--- src/hdl/fas_pkg.sv ---
// shared types and constants of the frame animation sequencer
`default_nettype none

package fas_pkg;

  localparam int TIME_BITS     = 32;
  localparam int MAX_FRAMES    = 256;
  localparam int FRAME_W       = 8;
  localparam int FCOUNT_W      = 9;
  localparam int SPEED_W       = 16;
  localparam int SPEED_FRAC    = 8;
  localparam int DELAY_W       = 16;
  localparam int WAIT_W        = 16;
  localparam int SKIP_W        = 40;
  localparam int PROD_W        = SKIP_W + DELAY_W;
  localparam int DIV_W         = 64;
  localparam int DIV_REM_W     = 16;
  localparam int DIV_STEP_BITS = 4;
  localparam int DIV_CNT_W     = 5;
  localparam int MOD_W         = 48;
  localparam int CFG_ADDR_W    = 3;
  localparam int CFG_DATA_W    = 16;
  localparam int IN_DATA_W     = 64;
  localparam int IN_USER_W     = 2;
  localparam int OUT_DATA_W    = 16;

  localparam logic [DIV_CNT_W-1:0] Q_STEPS   = DIV_CNT_W'(TIME_BITS / DIV_STEP_BITS);
  localparam logic [DIV_CNT_W-1:0] ADV_STEPS = DIV_CNT_W'(DIV_W / DIV_STEP_BITS);
  localparam logic [DIV_CNT_W-1:0] MOD_STEPS = DIV_CNT_W'(MOD_W / DIV_STEP_BITS);

  localparam logic [1:0] ACT_TICK   = 2'd0;
  localparam logic [1:0] ACT_START  = 2'd1;
  localparam logic [1:0] ACT_FINISH = 2'd2;

  localparam logic [CFG_ADDR_W-1:0] REG_SPEED         = 3'd0;
  localparam logic [CFG_ADDR_W-1:0] REG_FRAME_COUNT   = 3'd1;
  localparam logic [CFG_ADDR_W-1:0] REG_LOOP_ENABLE   = 3'd2;
  localparam logic [CFG_ADDR_W-1:0] REG_PINGPONG      = 3'd3;
  localparam logic [CFG_ADDR_W-1:0] REG_PLAY_BACKWARD = 3'd4;
  localparam logic [CFG_ADDR_W-1:0] REG_LOOP_WAIT     = 3'd5;
  localparam logic [CFG_ADDR_W-1:0] REG_LOOP_WAIT_RND = 3'd6;

  typedef struct packed {
    logic [SPEED_W-1:0]  speed;
    logic [FCOUNT_W-1:0] fcount;
    logic                loop_en;
    logic                pp_en;
    logic                play_bwd;
    logic [WAIT_W-1:0]   loop_wait;
    logic [WAIT_W-1:0]   loop_wait_rnd;
  } cfg_t;

  typedef struct packed {
    logic                 start;
    logic [DIV_CNT_W-1:0] steps;
    logic [DIV_W-1:0]     dividend;
    logic [DIV_REM_W-1:0] divisor;
  } div_req_t;

  typedef struct packed {
    logic                 busy;
    logic                 done;
    logic [DIV_W-1:0]     quot;
    logic [DIV_REM_W-1:0] rem;
  } div_rsp_t;

endpackage

`default_nettype wire

--- src/hdl/fas_cfg_regs.sv ---
// configuration registers with the sanitized values used by the sequencer
`default_nettype none

module fas_cfg_regs
  import fas_pkg::*;
(
  input  wire logic                  clk,
  input  wire logic                  rst_n,
  input  wire logic                  cfg_valid,
  output logic                       cfg_ready,
  input  wire logic [CFG_ADDR_W-1:0] cfg_addr,
  input  wire logic [CFG_DATA_W-1:0] cfg_data,
  output cfg_t                       cfg
);

  logic [SPEED_W-1:0]  speed_r;
  logic [FCOUNT_W-1:0] fcount_r;
  logic                loop_en_r;
  logic                pp_en_r;
  logic                play_bwd_r;
  logic [WAIT_W-1:0]   loop_wait_r;
  logic [WAIT_W-1:0]   loop_wait_rnd_r;
  logic                wr_en;

  assign cfg_ready = 1'b1;
  assign wr_en     = cfg_valid && cfg_ready;

  always_ff @(posedge clk) begin
    if (!rst_n) begin
      speed_r         <= SPEED_W'(256);
      fcount_r        <= FCOUNT_W'(1);
      loop_en_r       <= 1'b1;
      pp_en_r         <= 1'b0;
      play_bwd_r      <= 1'b0;
      loop_wait_r     <= '0;
      loop_wait_rnd_r <= '0;
    end else if (wr_en) begin
      case (cfg_addr)
        REG_SPEED:         speed_r         <= cfg_data[SPEED_W-1:0];
        REG_FRAME_COUNT:   fcount_r        <= cfg_data[FCOUNT_W-1:0];
        REG_LOOP_ENABLE:   loop_en_r       <= cfg_data[0];
        REG_PINGPONG:      pp_en_r         <= cfg_data[0];
        REG_PLAY_BACKWARD: play_bwd_r      <= cfg_data[0];
        REG_LOOP_WAIT:     loop_wait_r     <= cfg_data[WAIT_W-1:0];
        REG_LOOP_WAIT_RND: loop_wait_rnd_r <= cfg_data[WAIT_W-1:0];
        default: ;
      endcase
    end
  end

  // zero speed runs as the smallest step, frame count clamps to 1..MAX_FRAMES
  always_comb begin
    cfg.speed = (speed_r == '0) ? SPEED_W'(1) : speed_r;
    if (fcount_r == '0)
      cfg.fcount = FCOUNT_W'(1);
    else if (fcount_r > FCOUNT_W'(MAX_FRAMES))
      cfg.fcount = FCOUNT_W'(MAX_FRAMES);
    else
      cfg.fcount = fcount_r;
    cfg.loop_en       = loop_en_r;
    cfg.pp_en         = pp_en_r;
    cfg.play_bwd      = play_bwd_r;
    cfg.loop_wait     = loop_wait_r;
    cfg.loop_wait_rnd = loop_wait_rnd_r;
  end

endmodule

`default_nettype wire

--- src/hdl/fas_div.sv ---
// shared restoring divider, four quotient bits per cycle, 16-bit divisor
`default_nettype none

module fas_div
  import fas_pkg::*;
(
  input  wire logic clk,
  input  wire logic rst_n,
  input  div_req_t  req,
  output div_rsp_t  rsp
);

  logic [DIV_W-1:0]     dvd_r, dvd_nxt;
  logic [DIV_REM_W-1:0] rem_r, rem_nxt;
  logic [DIV_REM_W-1:0] dvsr_r, dvsr_nxt;
  logic [DIV_CNT_W-1:0] cnt_r, cnt_nxt;
  logic                 busy_r, busy_nxt;
  logic                 done_r, done_nxt;
  logic [DIV_W-1:0]     step_dvd;
  logic [DIV_REM_W-1:0] step_rem;
  logic [DIV_REM_W:0]   trial;

  // dividend shifts out at the top, quotient bits enter at the bottom
  always_comb begin
    step_dvd = dvd_r;
    step_rem = rem_r;
    trial    = '0;
    for (int i = 0; i < DIV_STEP_BITS; i++) begin
      trial    = {step_rem, step_dvd[DIV_W-1]};
      step_dvd = {step_dvd[DIV_W-2:0], 1'b0};
      if (trial >= {1'b0, dvsr_r}) begin
        trial       = trial - {1'b0, dvsr_r};
        step_dvd[0] = 1'b1;
      end
      step_rem = trial[DIV_REM_W-1:0];
    end
  end

  always_comb begin
    dvd_nxt  = dvd_r;
    rem_nxt  = rem_r;
    dvsr_nxt = dvsr_r;
    cnt_nxt  = cnt_r;
    busy_nxt = busy_r;
    done_nxt = 1'b0;
    if (req.start) begin
      dvd_nxt  = req.dividend;
      rem_nxt  = '0;
      dvsr_nxt = req.divisor;
      cnt_nxt  = req.steps;
      busy_nxt = 1'b1;
    end else if (busy_r) begin
      dvd_nxt = step_dvd;
      rem_nxt = step_rem;
      cnt_nxt = cnt_r - DIV_CNT_W'(1);
      if (cnt_r == DIV_CNT_W'(1)) begin
        busy_nxt = 1'b0;
        done_nxt = 1'b1;
      end
    end
  end

  always_ff @(posedge clk) begin
    if (!rst_n) begin
      cnt_r  <= '0;
      busy_r <= 1'b0;
      done_r <= 1'b0;
    end else begin
      cnt_r  <= cnt_nxt;
      busy_r <= busy_nxt;
      done_r <= done_nxt;
    end
  end

  always_ff @(posedge clk) begin
    dvd_r  <= dvd_nxt;
    rem_r  <= rem_nxt;
    dvsr_r <= dvsr_nxt;
  end

  assign rsp.busy = busy_r;
  assign rsp.done = done_r;
  assign rsp.quot = dvd_r;
  assign rsp.rem  = rem_r;

  a_no_restart: assert property (@(posedge clk) disable iff (!rst_n)
    req.start |-> !busy_r)
    else $error("divider started while busy");

  a_done_after_busy: assert property (@(posedge clk) disable iff (!rst_n)
    done_r |-> $past(busy_r))
    else $error("divider done without a running division");

endmodule

`default_nettype wire

--- src/hdl/frame_animation_sequencer_core.sv ---
// Time-driven animation frame stepper: each input is a tick, start or finish.
// Input stream: in_tuser carries the action (tick, start, finish); in_tdata
// carries time_now, frame_delay and random_draw. Every input gives exactly
// one result on the output stream: frame_index, done_res, going_backward and
// frame_changed. The user must write registers on the cfg channel only
// while idle; the block itself does not enforce this. A tick that steps the
// animation runs up to three divisions on one shared radix-16 divider (8, 16
// and 12 steps) with two multiplies in between; it stops after two when the
// animation finishes without looping. Start, finish, ignored codes and ticks
// that do not step go from idle straight to the output state. in_tready is
// high only in the idle state, so one item is in work at a time.
// The output register holds a result until it is taken; the next input is
// still accepted meanwhile, and its result waits in the sequencer until the
// output register is free, with in_tready low.
// Synchronous reset clears the frame, step time, direction and finished flag
// to zero and loads the register defaults (speed 256, one frame, looping).
`default_nettype none

module frame_animation_sequencer_core
  import fas_pkg::*;
(
  input  wire logic                  clk,
  input  wire logic                  rst_n,
  input  wire logic                  in_tvalid,
  output logic                       in_tready,
  // time_now[31:0], frame_delay[47:32], random_draw[63:48]
  input  wire logic [IN_DATA_W-1:0]  in_tdata,
  // action[1:0]
  input  wire logic [IN_USER_W-1:0]  in_tuser,
  output logic                       out_tvalid,
  input  wire logic                  out_tready,
  // frame_index[7:0], done_res[8], going_backward[9], frame_changed[10], zero pad
  output logic [OUT_DATA_W-1:0]      out_tdata,
  input  wire logic                  cfg_valid,
  output logic                       cfg_ready,
  input  wire logic [CFG_ADDR_W-1:0] cfg_addr,
  input  wire logic [CFG_DATA_W-1:0] cfg_data
);

  localparam logic [2:0] S_IDLE   = 3'd0;
  localparam logic [2:0] S_DIVQ   = 3'd1;
  localparam logic [2:0] S_MUL    = 3'd2;
  localparam logic [2:0] S_ADV_GO = 3'd3;
  localparam logic [2:0] S_ADV    = 3'd4;
  localparam logic [2:0] S_MOD_GO = 3'd5;
  localparam logic [2:0] S_MOD    = 3'd6;
  localparam logic [2:0] S_OUT    = 3'd7;

  cfg_t     cfg;
  div_req_t div_req;
  div_rsp_t div_rsp;

  logic [2:0]            state_r, state_nxt;
  logic [FRAME_W-1:0]    cur_r, cur_nxt;
  logic [TIME_BITS-1:0]  last_r, last_nxt;
  logic                  bwd_r, bwd_nxt;
  logic                  fin_r, fin_nxt;
  logic                  chg_r, chg_nxt;
  logic                  end_r, end_nxt;
  logic [DELAY_W-1:0]    delay_r, delay_nxt;
  logic [WAIT_W-1:0]     draw_r, draw_nxt;
  logic [SKIP_W-1:0]     skip_r, skip_nxt;
  logic [PROD_W-1:0]     prod_r, prod_nxt;
  logic [MOD_W-1:0]      modx_r, modx_nxt;
  logic                  out_valid_r, out_valid_nxt;
  logic [OUT_DATA_W-1:0] out_data_r, out_data_nxt;

  logic                  in_acc;
  logic [1:0]            act;
  logic [TIME_BITS-1:0]  t_now;
  logic [DELAY_W-1:0]    dly_raw, dly;
  logic [TIME_BITS-1:0]  elapsed;
  logic [TIME_BITS+SPEED_W-1:0] speed_prod;
  logic [SKIP_W:0]       sum_fwd;
  logic                  reach_end;
  logic [FCOUNT_W-1:0]   mod_r9;
  logic [FCOUNT_W-1:0]   next_fr;
  logic                  wait_add;
  logic [WAIT_W-1:0]     draw_min;
  logic [TIME_BITS-1:0]  wait_term;

  fas_cfg_regs u_cfg (
    .clk       (clk),
    .rst_n     (rst_n),
    .cfg_valid (cfg_valid),
    .cfg_ready (cfg_ready),
    .cfg_addr  (cfg_addr),
    .cfg_data  (cfg_data),
    .cfg       (cfg)
  );

  fas_div u_div (
    .clk   (clk),
    .rst_n (rst_n),
    .req   (div_req),
    .rsp   (div_rsp)
  );

  assign in_tready = (state_r == S_IDLE);
  assign in_acc    = in_tvalid && in_tready;
  assign act       = in_tuser[1:0];
  assign t_now     = in_tdata[TIME_BITS-1:0];
  assign dly_raw   = in_tdata[TIME_BITS+DELAY_W-1:TIME_BITS];
  assign dly       = (dly_raw == '0) ? DELAY_W'(1) : dly_raw;
  assign elapsed   = t_now - last_r;

  assign speed_prod = div_rsp.quot[TIME_BITS-1:0] * cfg.speed;
  assign sum_fwd    = {1'b0, skip_r} + (SKIP_W+1)'(cur_r);
  assign reach_end  = bwd_r ? (skip_r > SKIP_W'(cur_r))
                            : (sum_fwd >= (SKIP_W+1)'(cfg.fcount));
  assign mod_r9     = div_rsp.rem[FCOUNT_W-1:0];

  // randomized loop wait: loop_wait - span/2 + min(draw, span)
  assign draw_min  = (draw_r < cfg.loop_wait_rnd) ? draw_r : cfg.loop_wait_rnd;
  assign wait_term = TIME_BITS'(cfg.loop_wait) + TIME_BITS'(draw_min)
                   - TIME_BITS'(cfg.loop_wait_rnd[WAIT_W-1:1]);

  // divider request per sequencer step
  always_comb begin
    div_req.start    = 1'b0;
    div_req.steps    = Q_STEPS;
    div_req.dividend = {elapsed, (DIV_W-TIME_BITS)'(0)};
    div_req.divisor  = dly;
    case (state_r)
      S_IDLE: begin
        div_req.start = in_acc && (act == ACT_TICK) && !fin_r
                        && (elapsed >= TIME_BITS'(dly));
      end
      S_ADV_GO: begin
        div_req.start    = 1'b1;
        div_req.steps    = ADV_STEPS;
        div_req.dividend = {prod_r, (DIV_W-PROD_W)'(0)};
        div_req.divisor  = cfg.speed;
      end
      S_MOD_GO: begin
        div_req.start    = 1'b1;
        div_req.steps    = MOD_STEPS;
        div_req.dividend = {modx_r, (DIV_W-MOD_W)'(0)};
        div_req.divisor  = DIV_REM_W'(cfg.fcount);
      end
      default: ;
    endcase
  end

  // frame wrap, reflection or backward wrap from the remainder
  always_comb begin
    next_fr  = mod_r9;
    wait_add = 1'b0;
    if (!bwd_r) begin
      if (cfg.pp_en && end_r) begin
        if ((FCOUNT_W+1)'(mod_r9) + (FCOUNT_W+1)'(2) > (FCOUNT_W+1)'(cfg.fcount)) begin
          next_fr  = '0;
          wait_add = 1'b1;
        end else begin
          next_fr = cfg.fcount - mod_r9 - FCOUNT_W'(2);
        end
      end
    end else if (end_r) begin
      if (cfg.pp_en)
        wait_add = 1'b1;
      else
        next_fr = (mod_r9 != '0) ? (cfg.fcount - mod_r9) : '0;
    end
  end

  always_comb begin
    state_nxt     = state_r;
    cur_nxt       = cur_r;
    last_nxt      = last_r;
    bwd_nxt       = bwd_r;
    fin_nxt       = fin_r;
    chg_nxt       = chg_r;
    end_nxt       = end_r;
    delay_nxt     = delay_r;
    draw_nxt      = draw_r;
    skip_nxt      = skip_r;
    prod_nxt      = prod_r;
    modx_nxt      = modx_r;
    out_valid_nxt = out_valid_r;
    out_data_nxt  = out_data_r;

    if (out_valid_r && out_tready)
      out_valid_nxt = 1'b0;

    case (state_r)
      S_IDLE: begin
        if (in_acc) begin
          chg_nxt   = 1'b0;
          delay_nxt = dly;
          draw_nxt  = in_tdata[IN_DATA_W-1:TIME_BITS+DELAY_W];
          state_nxt = S_OUT;
          case (act)
            ACT_TICK: begin
              if (div_req.start)
                state_nxt = S_DIVQ;
            end
            ACT_START: begin
              fin_nxt  = 1'b0;
              last_nxt = t_now;
              bwd_nxt  = cfg.play_bwd;
            end
            ACT_FINISH: fin_nxt = 1'b1;
            default: ;
          endcase
        end
      end
      S_DIVQ: begin
        if (div_rsp.done) begin
          skip_nxt  = speed_prod[TIME_BITS+SPEED_W-1:SPEED_FRAC];
          state_nxt = S_MUL;
        end
      end
      S_MUL: begin
        prod_nxt  = skip_r * delay_r;
        state_nxt = S_ADV_GO;
      end
      S_ADV_GO: state_nxt = S_ADV;
      S_ADV: begin
        if (div_rsp.done) begin
          last_nxt = last_r + div_rsp.quot[TIME_BITS-1:0];
          end_nxt  = reach_end;
          if (reach_end && !cfg.loop_en && (!cfg.pp_en || bwd_r)) begin
            fin_nxt   = 1'b1;
            state_nxt = S_OUT;
          end else begin
            state_nxt = S_MOD_GO;
            if (!bwd_r)
              modx_nxt = MOD_W'(sum_fwd);
            else if (!reach_end)
              modx_nxt = MOD_W'(cur_r - skip_r[FRAME_W-1:0]);
            else
              modx_nxt = MOD_W'(skip_r - SKIP_W'(cur_r));
          end
        end
      end
      S_MOD_GO: state_nxt = S_MOD;
      S_MOD: begin
        if (div_rsp.done) begin
          if (end_r && cfg.pp_en)
            bwd_nxt = !bwd_r;
          if (wait_add && (cfg.loop_wait != '0))
            last_nxt = last_r + wait_term;
          cur_nxt   = next_fr[FRAME_W-1:0];
          chg_nxt   = (next_fr[FRAME_W-1:0] != cur_r);
          state_nxt = S_OUT;
        end
      end
      S_OUT: begin
        if (!out_valid_r || out_tready) begin
          out_valid_nxt = 1'b1;
          out_data_nxt  = {(OUT_DATA_W-FRAME_W-3)'(0), chg_r, bwd_r, fin_r, cur_r};
          state_nxt     = S_IDLE;
        end
      end
      default: state_nxt = S_IDLE;
    endcase
  end

  always_ff @(posedge clk) begin
    if (!rst_n) begin
      state_r     <= S_IDLE;
      cur_r       <= '0;
      last_r      <= '0;
      bwd_r       <= 1'b0;
      fin_r       <= 1'b0;
      chg_r       <= 1'b0;
      out_valid_r <= 1'b0;
    end else begin
      state_r     <= state_nxt;
      cur_r       <= cur_nxt;
      last_r      <= last_nxt;
      bwd_r       <= bwd_nxt;
      fin_r       <= fin_nxt;
      chg_r       <= chg_nxt;
      out_valid_r <= out_valid_nxt;
    end
  end

  always_ff @(posedge clk) begin
    end_r      <= end_nxt;
    delay_r    <= delay_nxt;
    draw_r     <= draw_nxt;
    skip_r     <= skip_nxt;
    prod_r     <= prod_nxt;
    modx_r     <= modx_nxt;
    out_data_r <= out_data_nxt;
  end

  assign out_tvalid = out_valid_r;
  assign out_tdata  = out_data_r;

  a_idle_div_quiet: assert property (@(posedge clk) disable iff (!rst_n)
    (state_r == S_IDLE) |-> !div_rsp.busy)
    else $error("divider busy while sequencer idle");

  a_done_in_wait: assert property (@(posedge clk) disable iff (!rst_n)
    div_rsp.done |-> (state_r == S_DIVQ || state_r == S_ADV || state_r == S_MOD))
    else $error("divider finished outside a wait state");

  a_changed_flag: assert property (@(posedge clk) disable iff (!rst_n)
    (state_r == S_MOD && div_rsp.done) |=> (chg_r == (cur_r != $past(cur_r))))
    else $error("frame_changed disagrees with the frame update");

  a_finished_holds: assert property (@(posedge clk) disable iff (!rst_n)
    (in_acc && act == ACT_TICK && fin_r) |=> ($stable(cur_r) && state_r == S_OUT))
    else $error("tick moved a finished animation");

endmodule

`default_nettype wire
--- config.mk ---
export PLATFORM = sky130hd
export DESIGN_NAME = frame_animation_sequencer_core
export DESIGN_NICKNAME = d
export VERILOG_FILES = /design/src/hdl/fas_pkg.sv /design/src/hdl/fas_cfg_regs.sv /design/src/hdl/fas_div.sv /design/src/hdl/frame_animation_sequencer_core.sv
export SDC_FILE = /design/constraint.sdc
export NUM_CORES = 2
export LEC_CHECK = 0
export BUFFER_PORTS_ARGS = -buffer_cell sky130_fd_sc_hd__buf_2
export CORE_MARGIN = 10
export CORE_UTILIZATION = 60
export DETAILED_ROUTE_END_ITERATION = 12
export HOLD_SLACK_MARGIN = 0.15
export PLACE_DENSITY = 0.81
export SLEW_MARGIN = 30
export SYNTH_ARGS = -nofsm -noshare
export SYNTH_HDL_FRONTEND = slang
export SYNTH_SLANG_ARGS = --single-unit
--- constraint.sdc ---
create_clock -name clk -period 9.9 [get_ports clk]
set_input_delay 1.98 -clock clk [delete_from_list [all_inputs] [get_ports clk]]
set_output_delay 1.98 -clock clk [all_outputs]
set_load 0.02 [all_outputs]
# --- Word level (Yosys, flattened, before mapping) ---
# Index checks and enable logic that the tools add are counted.
word_totals:
  ramBits: 0
  in_bits: 90
  ff_bits: 398
  latch_bits: 0
  romBits: 0
  elab_cells: 202
  memories: 0
classes:
  mux: 68
  order_cmp: 10
  shifts: 0
  mul: 2
  n_reduce_logical: 48
  div_mod_pow: 0
  add_sub_neg: 16
  bitwise_logic: 3
  n_eq_ne: 27
op_table:
  columns: ["operator", "n"]
  rows:
  - ["one-hot mux 85 bit (2 select lines)", 1]
  - ["two-way mux 32 bit", 5]
  - ["two-way mux 64 bit", 2]
  - ["two-way mux 16 bit", 7]
  - ["one-hot mux 32 bit (3 select lines)", 1]
  - [">= comparator 17 x 16 -> 1 bit", 4]
  - ["adder 32 bit", 2]
  - ["subtractor 16 bit", 4]
  - ["multiplier 40 x 16 -> 56 bit", 1]
  - ["multiplier 32 x 16 -> 48 bit", 1]
  - ["two-way mux 48 bit", 1]
  - ["two-way mux 8 bit", 6]
  - ["adder 40 x 8 -> 41 bit", 1]
  - [">= comparator 41 x 9 -> 1 bit", 1]
  - ["two-way mux 41 bit", 1]
  - ["subtractor 40 x 8 -> 41 bit", 1]
  - ["> comparator 40 x 8 -> 1 bit", 1]
  - [">= comparator 32 x 16 -> 1 bit", 1]
  - ["zero test 16 bit", 2]
  - ["subtractor 32 bit", 1]
  - ["two-way mux 1 bit", 26]
  - ["one-hot mux 3 bit (8 select lines)", 1]
  - ["AND reduction 2 bit", 12]
  - ["equality test 3 bit, second input constant", 7]
  - ["other kinds (40)", 84]

# --- Longest topological paths before layout ---
logic_depth:
  depth_word: 11
  mapped_depth: 49
  ltp_nobuf: 44

# --- Hierarchy ---
# From an unflattened synthesis, not the netlist that was laid out.
hier_totals:
  hier_cells: 7255
  area_unflattened_um2: 64535.6
by_module_without_submodules:
  columns: ["module", "n_inst", "cells_each", "area_per_inst_um2"]
  rows:
  - ["frame_animation_sequencer_core", 1, 6190, 54214.5]
  - ["fas_div", 1, 759, 7744.9]
  - ["fas_cfg_regs", 1, 306, 2576.2]

# --- Worst setup path before layout ---
# OpenSTA, ideal clock, no wires.
synth_path:
  path_kind: "register to register"
  from: "reg u_div.dvsr_r[1]"
  to: "reg u_div.rem_r[10]"
  arrival_ns: 10.025
  setup_slack_ns: -0.258
  period_less_slack_ns: 10.158
  path_stages_with_launch: 48
  t_required_ns: 9.768
  n_path_buf: 6
  cell_sequence: "edfxtp_1 -> inv_1 -> ha_1 -> nor2b_1 -> o31a_1 -> o211a_1 -> nor4_1 -> o31ai_1 -> clkbuf_1 -> clkbuf_1 -> o21ai_0 -> inv_1 -> ha_1 -> nor2b_1 -> o21bai_1 -> a31oi_1 -> a31oi_1 -> o211a_1 -> [12 not listed] -> nand2_1 -> a31oi_2 -> buf_4 -> buf_4 -> mux2i_1 -> ha_1 -> nor2b_1 -> o21a_1 -> o21ai_0 -> a311oi_1 -> o21ai_0 -> a31oi_1 -> a211oi_1 -> o211ai_1 -> mux2i_4 -> buf_2 -> mux2i_1 -> a21oi_1"
synth_between:
  elab_chain_len: 8
  elab_cells_between_ends: 12
  cone_classes: "add/sub: 4; order compare: 4; mux: 4"
synth_rtl:
  columns: ["item", "line_no", "rtl"]
  rows:
  - ["start, declared", "fas_div.sv:15", "logic [DIV_REM_W-1:0] dvsr_r, dvsr_nxt;"]
  - ["start signal, assigned", "fas_div.sv:78", "dvsr_r <= dvsr_nxt;"]
  - ["subtractor 16 bit / >= comparator 17 x 16 -> 1 bit (equally long branches)", "fas_div.sv:32, fas_div.sv:31", null]
  - ["two-way mux 16 bit", "fas_div.sv:31", "if (trial >= {1'b0, dvsr_r}) begin"]
  - ["subtractor 16 bit / >= comparator 17 x 16 -> 1 bit (equally long branches)", "fas_div.sv:32, fas_div.sv:31", null]
  - ["two-way mux 16 bit", "fas_div.sv:31", null]
  - ["subtractor 16 bit / >= comparator 17 x 16 -> 1 bit (equally long branches)", "fas_div.sv:32, fas_div.sv:31", null]
  - ["two-way mux 16 bit", "fas_div.sv:31", null]
  - ["subtractor 16 bit / >= comparator 17 x 16 -> 1 bit (equally long branches)", "fas_div.sv:32, fas_div.sv:31", null]
  - ["two-way mux 16 bit (*)", "fas_div.sv:31", null]
  - ["end signal, assigned", "fas_div.sv:77", "rem_r <= rem_nxt;"]
  - ["end, declared", "fas_div.sv:14", "logic [DIV_REM_W-1:0] rem_r, rem_nxt;"]
# Every way passes the cells marked *; elsewhere a longest branch is shown, timed or not.
# A chain may end at the register's enable or synchronous reset.

# --- Worst setup path in the final report ---
layout_path:
  from: "reg u_div.dvsr_r[1]"
  to: "reg u_div.rem_r[6]"
# The elaborated chain is that of the path after synthesis.

==> results.cfg <==
[outcome]
status = finished clean

[timing]
layout_min_cycle_time_ns = 9.32
fin_tns_setup_ns = 0
fin_crit_sh_pct = 94.1
setup_violations = 0
tightest_slew_ns = 1.12
rsz0062_at_grt = true
hold_viol = 0
slew_headroom_pct = 24.9
worst_slack_ns = 0.580
skew_ns = 0.0324
max_freq_mhz = 107
slew_violations = 0

[cts]
clock_latency_ns = 0.64
cts_tree = yes
cts-hold-fix-buffers = 0
cts_buffer_depth = 3
cts_num_sinks = 392
htree_levels = 2
cts_buffers = 48
path_clk_slew_ns = 0.07
root_buffer = clkbuf_16

[placement]
numPortBuffers = 102
gp_congestion = 1.02
place_area_um2 = 66700
hpwl_mm = 159
dp_cells = 8629
dp_slack_ns = -0.0236

[critical_path]
r2r_end = u_div.rem_r[6]$_SDFFE_PP0P_
crit_type = flip-flop to flip-flop
slowest_stage = edfxtp_1
crit_path_start_kind = flip-flop
cp-endpoint = u_div.rem_r[6]$_SDFFE_PP0P_
cp.required_ns = 10.39
cp_max_fo = 8
arrival_ns = 9.81
crit_path_end_kind = flip-flop
crit_start = u_div.dvsr_r[1]$_DFFE_PP_
crit_path_max_incr_delay_ns = 0.39
r2r_cells = 50
timing.rr.start = u_div.dvsr_r[1]$_DFFE_PP_
reg2reg_setup_slack_ns = 0.58

[global_route]
grtUsageTotal_pct = 33.6
grt_max_degree = 91
grt-ovfl-total = 0
grt_first_pass_wirelength_mm = 318
antenna_found_initial = 8
first_global_vias = 55800

[yosys]
yosys-top-cells-area = fa_1, edfxtp_1, ha_1
syn_area_um2 = 64000
synth.ff_latch_count = 392
synth_edf_count = 262
postSynthCellCount = 7309
netlist-cell-type-count = 94
yosys.area.top_type_share_pct = 30.4
synth_flop_cell = edfxtp_1
synth.avg_cell_area_um2 = 8.75
yosysWarnings = 0
synth_top_area_cell = fa_1
synthArstFlopShare_pct = 0
yosysSeqAreaShare_pct = 16.4

[detailed_routing]
viasPerCell = 6.26
routed_wl_mm = 205
wl_per_cell_um = 23.4
drc = 0
drt-pass1-iter-count = 12
vias = 54800
detail_route.iter0.violations = 6215
detail-route-antenna-nets = 0

[finish]
fin_nets = 8845
n_fill_cell = 8515
final_area_um2 = 68700
area_growth_syn_to_layout_pct = 7.36
layout_common_cells = nand2_1, inv_1, fa_1, ha_1, a21oi_1
final_cells = 8746
final_common_cell = nand2_1
multiInputGateArea_um2 = 48000
drive_gt1_share_pct = 8.19
seqCellArea_um2 = 10500

[worst_hold_path]
hold_path.startpoint = u_cfg.speed_r[0]$_SDFFE_PN0P_
hold_class = flip-flop to flip-flop

[die]
initial_core_util_pct = 60.6
placeableCoreArea_um2 = 106000
die_h_um = 346
die_area_um2 = 120000
ios = 109
die_x_um = 346
rows = 119

[flow_run]
drv_cap = 0
[cells by family (layout without fill, tap and decap cells)]
logic type | after synthesis | after routing | synth area share (%)
compound gates | 1220 | 1220 | 12.5
xor+xnor | 292 | 292 | 4.00
fa+ha+maj | 1445 | 1445 | 39.7
buf+inv | 1514 | 1550 | 9.01
flops | 392 | 392 | 16.4
mux | 86 | 86 | 1.46
other cells | 2 | 12 | 0.0117
simple gates | 2358 | 2358 | 17.0
[cells in the mapped netlist, types with 41 or more instances]
| cell type | n |
|---|---|
| nand2_1 | 1255 |
| inv_1 | 1068 |
| fa_1 | 972 |
| ha_1 | 473 |
| clkbuf_1 | 373 |
| a21oi_1 | 349 |
| and2_1 | 327 |
| nor2_1 | 280 |
| edfxtp_1 | 262 |
| o21ai_0 | 235 |
| xnor2_1 | 190 |
| dfxtp_1 | 130 |
| a21o_1 | 105 |
| xor2_1 | 102 |
| nor3_1 | 90 |
| nand3_1 | 82 |
| a211oi_1 | 51 |
| a31oi_1 | 48 |
| nand4_1 | 47 |
| nor2b_1 | 46 |
| mux2_2 | 45 |
| o21a_1 | 45 |
| o211ai_1 | 44 |
| nand2b_1 | 41 |
[critical path: cells and delay by family (launching register included)]
kind                       cells  cell delay [ns]
AOI/OAI and AO/OA             20             3.42
buffers and inverters         11             1.59
and+or+nand+nor               11             1.41
muxes                          4             1.30
adders and majority gates      4             1.06
DFF                            1             0.39
[worst min path at each step]
stage               slack [ns]  depth (start not counted)                             to
floorplan                 0.41                          0         out_tdata[9]$_DFFE_PP_
global placement          0.45                          2  u_cfg.speed_r[0]$_SDFFE_PN0P_
detailed placement        0.46                          0         out_tdata[8]$_DFFE_PP_
CTS                       0.47                          2  u_cfg.speed_r[0]$_SDFFE_PN0P_
global route              0.49                          0        out_tdata[10]$_DFFE_PP_
finish                    0.48                          2  u_cfg.speed_r[0]$_SDFFE_PN0P_
[layer usage]
layer	track usage, %	routed length [um]	share of wire [%]
met1	43.3	76300	37
met2	52.3	91200	45
met3	7.82	24300	12
met4	18.2	12800	6.3
met5	0	50	0.024
[repair_timing]
action,4_1_cts,5_1_grt
setup buffers,3,7
pin swaps,1,16
setup endpoints to repair,4,17
resized for setup,2,31
gates cloned,0,3
[registers in the layout (all words and copies together) (netlist names), 32 cells and up]
name         flops
last_r          32
skip_r          40
modx_r          42
u_div.dvd_r     64
prod_r          56
[metrics by stage]
step,utilization (%),hold WS (ns)
floorplan,-,0.406
global placement,63.0,0.447
detailed placement,63.1,0.464
CTS,64.7,0.475
global route,65.0,0.490
finish,65.0,0.480
[layout make-up]
cell class,instances,share of cell area [%]
timing repair buffer,387,4.17
sequential,392,15.3
antenna,6,0.0219
clock buffer,57,1.81
multi-input combinational,5407,69.8
inverter,1074,5.87
tap,1391,2.53
clock inverter,32,0.490
Power is left out: the tool's default activity adds up to more than one toggle a clock period on the data nets, which glitch-free logic cannot reach.
